==> src/rtl/tsts_pkg.sv <==
package tsts_pkg;

  localparam int TIME_W        = 32;
  localparam int SLOT_W        = 4;
  localparam int ACT_W         = 3;
  localparam int STATUS_W      = 2;
  localparam int MAX_SLOTS     = 16;
  localparam int NUM_SLOTS_DEF = 16;

  localparam logic [ACT_W-1:0] ACT_ADD      = 3'd0;
  localparam logic [ACT_W-1:0] ACT_ENABLE   = 3'd1;
  localparam logic [ACT_W-1:0] ACT_DISABLE  = 3'd2;
  localparam logic [ACT_W-1:0] ACT_SET_NEXT = 3'd3;
  localparam logic [ACT_W-1:0] ACT_RUN      = 3'd4;

  localparam logic [STATUS_W-1:0] ST_ADDED = 2'd0;
  localparam logic [STATUS_W-1:0] ST_FULL  = 2'd1;
  localparam logic [STATUS_W-1:0] ST_DONE  = 2'd2;
  localparam logic [STATUS_W-1:0] ST_FIRED = 2'd3;

  typedef enum logic {
    ALU_ADD = 1'b0,
    ALU_SUB = 1'b1
  } alu_op_t;

  typedef struct packed {
    logic [ACT_W-1:0]  action;
    logic [TIME_W-1:0] now_ms;
    logic [SLOT_W-1:0] slot;
    logic [TIME_W-1:0] delay_ms;
    logic [TIME_W-1:0] period_ms;
  } request_t;

  typedef struct packed {
    logic [STATUS_W-1:0] status;
    logic [SLOT_W-1:0]   result_slot;
    logic                last;
  } result_t;

endpackage

==> src/rtl/tsts_ram.sv <==
module tsts_ram #(
  parameter int WIDTH = 32,
  parameter int DEPTH = 16,
  localparam int AW = (DEPTH > 1) ? $clog2(DEPTH) : 1
) (
  input  logic             clk,
  input  logic             we,
  input  logic [AW-1:0]    waddr,
  input  logic [WIDTH-1:0] wdata,
  input  logic [AW-1:0]    raddr,
  output logic [WIDTH-1:0] rdata
);

  logic [WIDTH-1:0] mem [DEPTH];

  always_ff @(posedge clk) begin
    if (we) begin
      mem[waddr] <= wdata;
    end
    rdata <= mem[raddr];
  end

endmodule

==> src/rtl/tsts_alu.sv <==
module tsts_alu
  import tsts_pkg::*;
(
  input  alu_op_t           op,
  input  logic [TIME_W-1:0] a,
  input  logic [TIME_W-1:0] b,
  output logic [TIME_W-1:0] sum,
  output logic              ge
);

  logic            sub;
  logic [TIME_W:0] full;

  // Subtraction reuses the adder with an inverted operand; the carry out
  // is then the unsigned a >= b flag.
  assign sub  = (op == ALU_SUB);
  assign full = {1'b0, a} + {1'b0, b ^ {TIME_W{sub}}} + {{TIME_W{1'b0}}, sub};
  assign sum  = full[TIME_W-1:0];
  assign ge   = sub & full[TIME_W];

endmodule

==> src/rtl/task_slot_timer_scheduler.sv <==
// Channel   | Ports                      | Handshake
// ----------+----------------------------+---------------------------------------
// request   | start, busy, request       | taken when start is high, busy low
// result    | result_valid, result       | one cycle per result, cannot be held
//
// Add, enable, disable, set-next and unknown actions keep busy high for one
// cycle and give their result in the cycle after that.
// Run walks the slots one at a time through the shared adder after S_EXEC: a
// skipped slot passes S_SCAN and S_STEP, one that is enabled adds S_CHECK, and
// one that fires adds S_RELOAD when its period is nonzero. Reset empties the
// table at once; add writes periods; add, set-next and reload write due times.
module task_slot_timer_scheduler
  import tsts_pkg::*;
#(
  parameter int NUM_SLOTS = NUM_SLOTS_DEF
) (
  input  logic     clk,
  input  logic     rst,
  input  logic     start,
  output logic     busy,
  input  request_t request,
  output logic     result_valid,
  output result_t  result
);

  localparam int LIVE  = (NUM_SLOTS < MAX_SLOTS) ? NUM_SLOTS : MAX_SLOTS;
  localparam int IDX_W = (LIVE > 1) ? $clog2(LIVE) : 1;
  localparam logic [IDX_W-1:0] LAST_IDX = IDX_W'(LIVE - 1);

  typedef enum logic [5:0] {
    S_IDLE   = 6'b000001,
    S_EXEC   = 6'b000010,
    S_SCAN   = 6'b000100,
    S_CHECK  = 6'b001000,
    S_RELOAD = 6'b010000,
    S_STEP   = 6'b100000
  } state_t;

  state_t            state;
  request_t          req;
  logic [LIVE-1:0]   used;
  logic [LIVE-1:0]   enabled;
  logic [IDX_W-1:0]  idx;

  logic [IDX_W-1:0]  free_idx;
  logic              any_free;
  logic              in_table;
  logic [IDX_W-1:0]  req_idx;

  alu_op_t           alu_op;
  logic [TIME_W-1:0] alu_b;
  logic [TIME_W-1:0] alu_sum;
  logic              alu_ge;

  logic              due_we;
  logic [IDX_W-1:0]  due_waddr;
  logic              per_we;
  logic [TIME_W-1:0] due_rd;
  logic [TIME_W-1:0] per_rd;

  assign busy     = (state != S_IDLE);
  assign any_free = ~&used;
  assign in_table = ({1'b0, req.slot} < (SLOT_W + 1)'(LIVE));
  assign req_idx  = req.slot[IDX_W-1:0];

  always_comb begin
    free_idx = '0;
    for (int i = LIVE - 1; i >= 0; i--) begin
      if (!used[i]) begin
        free_idx = IDX_W'(i);
      end
    end
  end

  always_comb begin
    alu_op    = ALU_ADD;
    alu_b     = req.delay_ms;
    due_we    = 1'b0;
    due_waddr = idx;
    per_we    = 1'b0;
    case (state)
      S_EXEC: begin
        if (req.action == ACT_ADD && any_free) begin
          due_we    = 1'b1;
          due_waddr = free_idx;
          per_we    = 1'b1;
        end else if (req.action == ACT_SET_NEXT && in_table) begin
          due_we    = 1'b1;
          due_waddr = req_idx;
        end
      end
      S_CHECK: begin
        alu_op = ALU_SUB;
        alu_b  = due_rd;
      end
      S_RELOAD: begin
        alu_b  = per_rd;
        due_we = 1'b1;
      end
      default: begin
      end
    endcase
  end

  tsts_alu u_alu (
    .op  (alu_op),
    .a   (req.now_ms),
    .b   (alu_b),
    .sum (alu_sum),
    .ge  (alu_ge)
  );

  tsts_ram #(
    .WIDTH (TIME_W),
    .DEPTH (LIVE)
  ) u_due_ram (
    .clk   (clk),
    .we    (due_we),
    .waddr (due_waddr),
    .wdata (alu_sum),
    .raddr (idx),
    .rdata (due_rd)
  );

  tsts_ram #(
    .WIDTH (TIME_W),
    .DEPTH (LIVE)
  ) u_period_ram (
    .clk   (clk),
    .we    (per_we),
    .waddr (free_idx),
    .wdata (req.period_ms),
    .raddr (idx),
    .rdata (per_rd)
  );

  always_ff @(posedge clk) begin
    if (rst) begin
      state        <= S_IDLE;
      used         <= '0;
      enabled      <= '0;
      result_valid <= 1'b0;
    end else begin
      result_valid <= 1'b0;
      case (state)
        S_IDLE: begin
          if (start) begin
            req   <= request;
            state <= S_EXEC;
          end
        end
        S_EXEC: begin
          result_valid <= 1'b1;
          result       <= '{status: ST_DONE, result_slot: '0, last: 1'b1};
          state        <= S_IDLE;
          case (req.action)
            ACT_ADD: begin
              if (any_free) begin
                used[free_idx]    <= 1'b1;
                enabled[free_idx] <= 1'b0;
                result <= '{status: ST_ADDED, result_slot: SLOT_W'(free_idx), last: 1'b1};
              end else begin
                result <= '{status: ST_FULL, result_slot: '0, last: 1'b1};
              end
            end
            ACT_ENABLE: begin
              if (in_table) begin
                enabled[req_idx] <= 1'b1;
              end
            end
            ACT_DISABLE: begin
              if (in_table) begin
                enabled[req_idx] <= 1'b0;
              end
            end
            ACT_RUN: begin
              result_valid <= 1'b0;
              idx          <= '0;
              state        <= S_SCAN;
            end
            default: begin
            end
          endcase
        end
        S_SCAN: begin
          if (used[idx] && enabled[idx]) begin
            state <= S_CHECK;
          end else begin
            state <= S_STEP;
          end
        end
        S_CHECK: begin
          state <= S_STEP;
          if (alu_ge) begin
            result_valid <= 1'b1;
            result <= '{status: ST_FIRED, result_slot: SLOT_W'(idx), last: 1'b0};
            if (per_rd != '0) begin
              state <= S_RELOAD;
            end else begin
              used[idx]    <= 1'b0;
              enabled[idx] <= 1'b0;
            end
          end
        end
        S_RELOAD: begin
          state <= S_STEP;
        end
        S_STEP: begin
          if (idx == LAST_IDX) begin
            result_valid <= 1'b1;
            result       <= '{status: ST_DONE, result_slot: '0, last: 1'b1};
            state        <= S_IDLE;
          end else begin
            idx   <= idx + 1'b1;
            state <= S_SCAN;
          end
        end
        default: begin
          state <= S_IDLE;
        end
      endcase
    end
  end

endmodule

==> config.mk <==
export PLATFORM = sky130hd
export DESIGN_NAME = task_slot_timer_scheduler
export DESIGN_NICKNAME = d
export VERILOG_FILES = /design/src/rtl/tsts_pkg.sv /design/src/rtl/tsts_ram.sv /design/src/rtl/tsts_alu.sv /design/src/rtl/task_slot_timer_scheduler.sv
export SDC_FILE = /design/constraint.sdc
export NUM_CORES = 1
export LEC_CHECK = 0
export BUFFER_PORTS_ARGS = -buffer_cell sky130_fd_sc_hd__buf_2
export CAP_MARGIN = 0
export CORE_MARGIN = 10
export CORE_UTILIZATION = 25
export DETAILED_ROUTE_END_ITERATION = 6
export GPL_TIMING_DRIVEN = 0
export HOLD_SLACK_MARGIN = 0.02
export PLACE_DENSITY = 0.35
export SLEW_MARGIN = 30
export SYNTH_ARGS = -nofsm -noshare
export SYNTH_HDL_FRONTEND = slang
export SYNTH_SLANG_ARGS = --single-unit
==> constraint.sdc <==
create_clock -name clk -period 12.6 [get_ports clk]
set_clock_uncertainty 0.2 [all_clocks]
set_input_delay 2.52 -clock clk [delete_from_list [all_inputs] [get_ports clk]]
set_output_delay 2.52 -clock clk [all_outputs]
set_load 0.05 [all_outputs]
======== After elaboration in Yosys (flattened, before gate mapping) ========
Memories as Yosys holds them, arrays and structs flattened. A register that Yosys moved wholly into a read port is not among the register bits.
Index checks and enable logic that the tools add are counted.
word-level totals
  output and inout bits ................... 9
  flip-flop bits (word level) ............. 153
  input port bits ......................... 106
  memories kept ........................... 2
  bits in writable memories ............... 1,024
memories
  memory            depth  bits a word  read ports  clocked after Yosys merged registers in  write ports  line            text
  u_due_ram.mem     16     32           1           1                                        1            tsts_ram.sv:14  logic [WIDTH-1:0] mem [DEPTH];
  u_period_ram.mem  16     32           1           1                                        1            tsts_ram.sv:14
cells by class
  add/subtract/negate cells ............... 3
  equal/unequal tests ..................... 22
  reduce and logical (&&, ||, !) cells .... 17
  order comparisons ....................... 6
  muxes and demuxes ....................... 69
  bitwise gates (word level) .............. 12
operators by type and width
  cell                                                                                 number
  16-bit 2-to-1 mux                                                                    7
  4-bit 2-to-1 mux                                                                     21
  16-bit AND                                                                           4
  16-bit case mux with 2 select lines                                                  2
  32-bit case mux with 2 select lines                                                  1
  16-bit inverter                                                                      3
  16-bit case mux with 3 select lines                                                  1
  6-bit case mux with 6 select lines                                                   1
  32-bit by 32-bit adder with 33-bit output                                            1
  33-bit by 1-bit adder with 33-bit output                                             1
  16-bit bitwise OR                                                                    2
  32-bit nonzero test                                                                  1
  32-bit bitwise XOR                                                                   1
  6-bit 2-to-1 mux                                                                     5
  7-bit 2-to-1 mux                                                                     3
  7-bit case mux with 3 select lines                                                   1
  1-bit 2-to-1 mux                                                                     17
  16-bit AND reduction                                                                 1
  4-bit by 5-bit < comparator with 1-bit output, second input constant                 3
  2-bit inequality test, second input constant                                         7
  1-bit demux with 4-bit select                                                        3
  4-bit by 1-bit greater-or-equal comparator with 1-bit output, second input constant  3
  5-bit AND reduction                                                                  2
  1-bit binary-select mux with 4-bit select                                            2
  other kinds (28)                                                                     36

======== Logic depth before layout (Yosys ltp) ========
  depth after elaboration ................. 25
  gate-level depth with buffers ........... 21
  mapped depth without buffers ............ 14

======== Cells and area by module ========
A second synthesis with hierarchy kept.
second synthesis, totals
  cells, all modules ...................... 2,661
  area total of the unflattened synthesis .. 48,989.5 um^2
modules (own cells, without submodules)
  module                     area each (um^2)  instances  cells an instance  sequential area each (um^2)
  tsts_ram                   19,835.3          2          838                16,015.4
  task_slot_timer_scheduler  7,174.4           1          692                4,204.0
  tsts_alu                   2,144.6           1          293                0.0

======== Least setup slack after synthesis ========
OpenSTA, ideal clock, no wires.
  path type ............................... input -> register
  start ................................... in rst
  end ..................................... reg req[0] (netlist name) (enable)
  setup slack ............................. 1.237 ns
  data arrival time ....................... 10.449 ns
  stages .................................. 3
  path through ............................ clkbuf_1 clkbuf_1 nor3b_1
on the way
  longest elaborated chain between the ends .. 2
ends and longest elaborated chain
  element                               line                              text
  start, declared                       task_slot_timer_scheduler.sv:18   input logic rst,
  1-bit inverter (no source line)       -
  3-bit AND reduction (no source line)  -
  end signal, assigned                  task_slot_timer_scheduler.sv:148  req <= request;
  end, declared                         task_slot_timer_scheduler.sv:40   request_t req;
Every way passes these cells.
A chain may end at the register's enable or synchronous reset.

======== Worst setup path after layout ========
  start ................................... reg state[5]
  end ..................................... reg result[0] (netlist name) (enable)
on the way
  longest elaborated chain between the ends .. 8
ends and longest elaborated chain
  element                                                                                                           line                                                               text
  start, declared                                                                                                   task_slot_timer_scheduler.sv:39                                    state_t state;
  start signal, assigned                                                                                            task_slot_timer_scheduler.sv:139                                   state <= S_IDLE;
  start signal, assigned                                                                                            task_slot_timer_scheduler.sv:149                                   state <= S_EXEC;
  start signal, assigned                                                                                            task_slot_timer_scheduler.sv:155                                   state <= S_IDLE;
  6-bit by 5-bit equality test with 1-bit output or 6-bit by 4-bit equality test with 1-bit output (tied branches)  task_slot_timer_scheduler.sv:81, task_slot_timer_scheduler.sv:145
  32-bit case mux with 2 select lines or 1-bit 2-to-1 mux (tied branches)                                           task_slot_timer_scheduler.sv:81                                    case (state)
  32-bit bitwise XOR                                                                                                tsts_alu.sv:17                                                     assign full = {1'b0, a} + {1'b0, b ^ {TIME_W{sub}}} + {{TIME_W{1'b0}}, sub};
  32-bit by 32-bit adder with 33-bit output                                                                         tsts_alu.sv:17
  33-bit by 1-bit adder with 33-bit output                                                                          tsts_alu.sv:17
  1-bit AND                                                                                                         tsts_alu.sv:19                                                     assign ge = sub & full[TIME_W];
  2-bit inequality test (no source line)                                                                            -
  4-bit AND reduction (no source line) (*)                                                                          -
  end signal, assigned                                                                                              task_slot_timer_scheduler.sv:154                                   result <= '{status: ST_DONE, result_slot: '0, last: 1'b1};
  end signal, assigned                                                                                              task_slot_timer_scheduler.sv:161                                   result <= '{status: ST_ADDED, result_slot: SLOT_W'(free_idx), last: 1'b1};
  end signal, assigned                                                                                              task_slot_timer_scheduler.sv:163                                   result <= '{status: ST_FULL, result_slot: '0, last: 1'b1};
  end, declared                                                                                                     task_slot_timer_scheduler.sv:23                                    output result_t result
Mark *: on every way between the ends. The rest lies on a longest branch, timed or not.

==> out/metrics.cfg <==
[run_status]
outcome=finished clean

[grt]
grt_usage_pct=15.3
grt_max_degree=17
overflow=0
antenna_found_initial=9
grt_pass1_vias=27805
grt_pass1_wl_um=227000

[synthesis]
synth_fa_ha_area_share_pct=0.937
async_reset_ff_share_pct=0
synth_cell_types=78
synth-compound-area-share_pct=4.05
yosysTopAreaCell=edfxtp_1
synthCells=2472
yosysSeqAreaShare_pct=74.1
synth-seq-cells=1241
synth-edff-count=1138
synth_area_leaders=edfxtp_1 70%, mux4_2 15%, dfxtp_1 4.2%
synth_mux_area_share_pct=15.6
synth_xor_xnor_area_share_pct=0.573
yosysWarnings=0
synth_top_family_by_area=multiplexers
ys.flop_type=edfxtp_1
synth.avg_cell_area_um2=19.8
syn_nets=2614
synthesis.area_mm2=0.0489
yosys.area_share.simple_pct=3.59
yosysTopAreaCellShare_pct=69.9

[worst_setup_path]
critPathLaunchType=flip-flop
cp.required_ps=12810
crit_path_max_fanout=10
worstPathArrival_ps=7440
endpoint_kind=flip-flop
crit_type=reg -> reg

[final_layout]
final_util_pct=30.9
final_common_cell=edfxtp_1
final_cell_mix=1138 x edfxtp_1, 321 x mux4_2, 151 x clkbuf_16
final_nets=2991
area_growth_pct=23.3
drive_gt1_share_pct=31.9
fillers=18843
fin_area_mm2=0.0603

[timing]
fin_crit_ps=7220
setup_ws_ps=5380
setup_violations=0
finalCritPeriodShare_pct=57.3
fmax_ghz=0.138
slew_viol_final=0
worst_slew_pin_slew_ps=1050
tns_ps=0
hold_violations=0
rsz0062_at_grt=false
relSlewSlack_pct=29.8

[placed_design]
place_congestion=0.839
dp_hpwl_um=119000
dp_slack_ps=5340
portBuffers=113
placed_cell_area_mm2=0.0555

[run]
drv_cap=0

[power_and_ir_drop]
leakagePower_nw=19.0
power.total_mw=8.99
vdd_drop_max_uv=127
power_density_mw_per_mm2=149

[clocking]
htreeDepth=4
hold_buffers=0
numCtsBuffers=147
cts_tree=done
clock-sinks=1241
cts_buffer_depth=3
clk_latency_ps=790
ctsResizeCount=0
clock_tree.root_cell=clkbuf_16
clkTransAtPathRegs_ps=60
cts_setup_buffers=0

[route]
wl_per_cell_um=29.3
via_count=26118
drc=0
detail-route-antenna-nets=0
drtIter0Drc=2573
viasPerCell=4.67
first_pass_iters=6
routed_wl_um=164000

[floorplanning]
num_io_pins=115
start_util_pct=25.1
dieArea_mm2=0.214
die_w_um=462
die_h_um=462
coreArea_mm2=0.195
fp-row-count=162

[hold_path]
hold_path_class=reg -> reg

synthesized netlist by cell type (7+ instances only):
master / count
xnor2_1: 16
inv_1: 26
o21ai_0: 93
a311oi_1: 10
and3_1: 11
nor2_1: 85
mux2_2: 30
nand3_1: 38
a21oi_1: 65
o211ai_1: 7
nand2_1: 109
a31oi_1: 20
edfxtp_1: 1138
xor2_1: 16
nor2b_1: 15
mux4_2: 321
nor4_1: 13
clkbuf_1: 85
nand4_1: 15
nor3_1: 24
a21o_1: 20
a22o_1: 9
ha_1: 35
dfxtp_1: 103
buf_1: 27
nand2b_1: 9
worst max-delay path, cell delays in order (launching register included):
cell	delay, ps
dfxtp_1	390
nor4_1	720
and2_1	240
buf_2	290
clkinv_1	400
clkbuf_2	460
clkbuf_1	510
o21ai_0	360
ha_1	160
clkbuf_2	190
and3_1	170
buf_2	180
nand2_1	90
or3_1	400
a21o_1	190
a2111oi_2	680
nor3b_1	310
buf_2	310
a21oi_1	600
cell type report:
cell class | instances | area (um^2) | area share (%)
Multi-Input combinational cell | 1083 | 12600 | 20.8
Buffer | 120 | 547 | 0.907
Timing Repair Buffer | 228 | 2880 | 4.78
Tap cell | 2624 | 3280 | 5.45
Clock buffer | 193 | 4080 | 6.76
Antenna cell | 1 | 2.50 | 0.00415
Sequential cell | 1241 | 36200 | 60.1
Inverter | 28 | 105 | 0.174
Clock inverter | 75 | 591 | 0.980
where the power goes:
| part | switching, mW | leakage (nW) | internal, mW |
|---|---|---|---|
| Sequential | 0.0415 | 11.1 | 4.58 |
| Combinational | 0.184 | 5.60 | 0.0748 |
| Clock | 1.71 | 2.29 | 2.40 |
metal layers:
layer / up-vias / global-route usage, % / routed length (um)
li1: 11054 / - / -
met5: - / 0 / 0
met1: 14177 / 19.9 / 71300
met2: 700 / 26.4 / 82400
met4: 0 / 4.10 / 4100
met3: 187 / 2.35 / 6080
worst paths after layout:
path	start	endpoint	cells after the start	slack [ps]
min	enabled[10]	enabled[10]	2	340
min reg2reg	enabled[10]	enabled[10]	2	340
max	state[5]	result[0]	18	5380
max reg2reg	state[5]	result[0]	18	5380
stage by stage:
step / hold WS, ps / instances
after floorplan: 259 / 2472
after global placement: 313 / 5209
after detailed placement: 323 / 5324
after CTS: 331 / 5592
after global routing: 376 / 5592
final: 335 / 5593
logic make-up after synthesis:
group	count (synthesis)
DFF	1241
muxes	355
buffers and inverters	148
xor gates and xnor gates	32
AOI/OAI and AO/OA	301
and+or+nand+nor	359
adders and majority gates	36
sequential cells by signal, summed over array words and instances (netlist names):
register            count
enabled                16
idx                     4
req                    99
req_idx                 4
result                  7
result_valid            1
state                   6
u_due_ram.mem         512
u_due_ram.rdata        32
u_period_ram.mem      512
u_period_ram.rdata     32
used                   16
(Power assumes the default switching activity.)
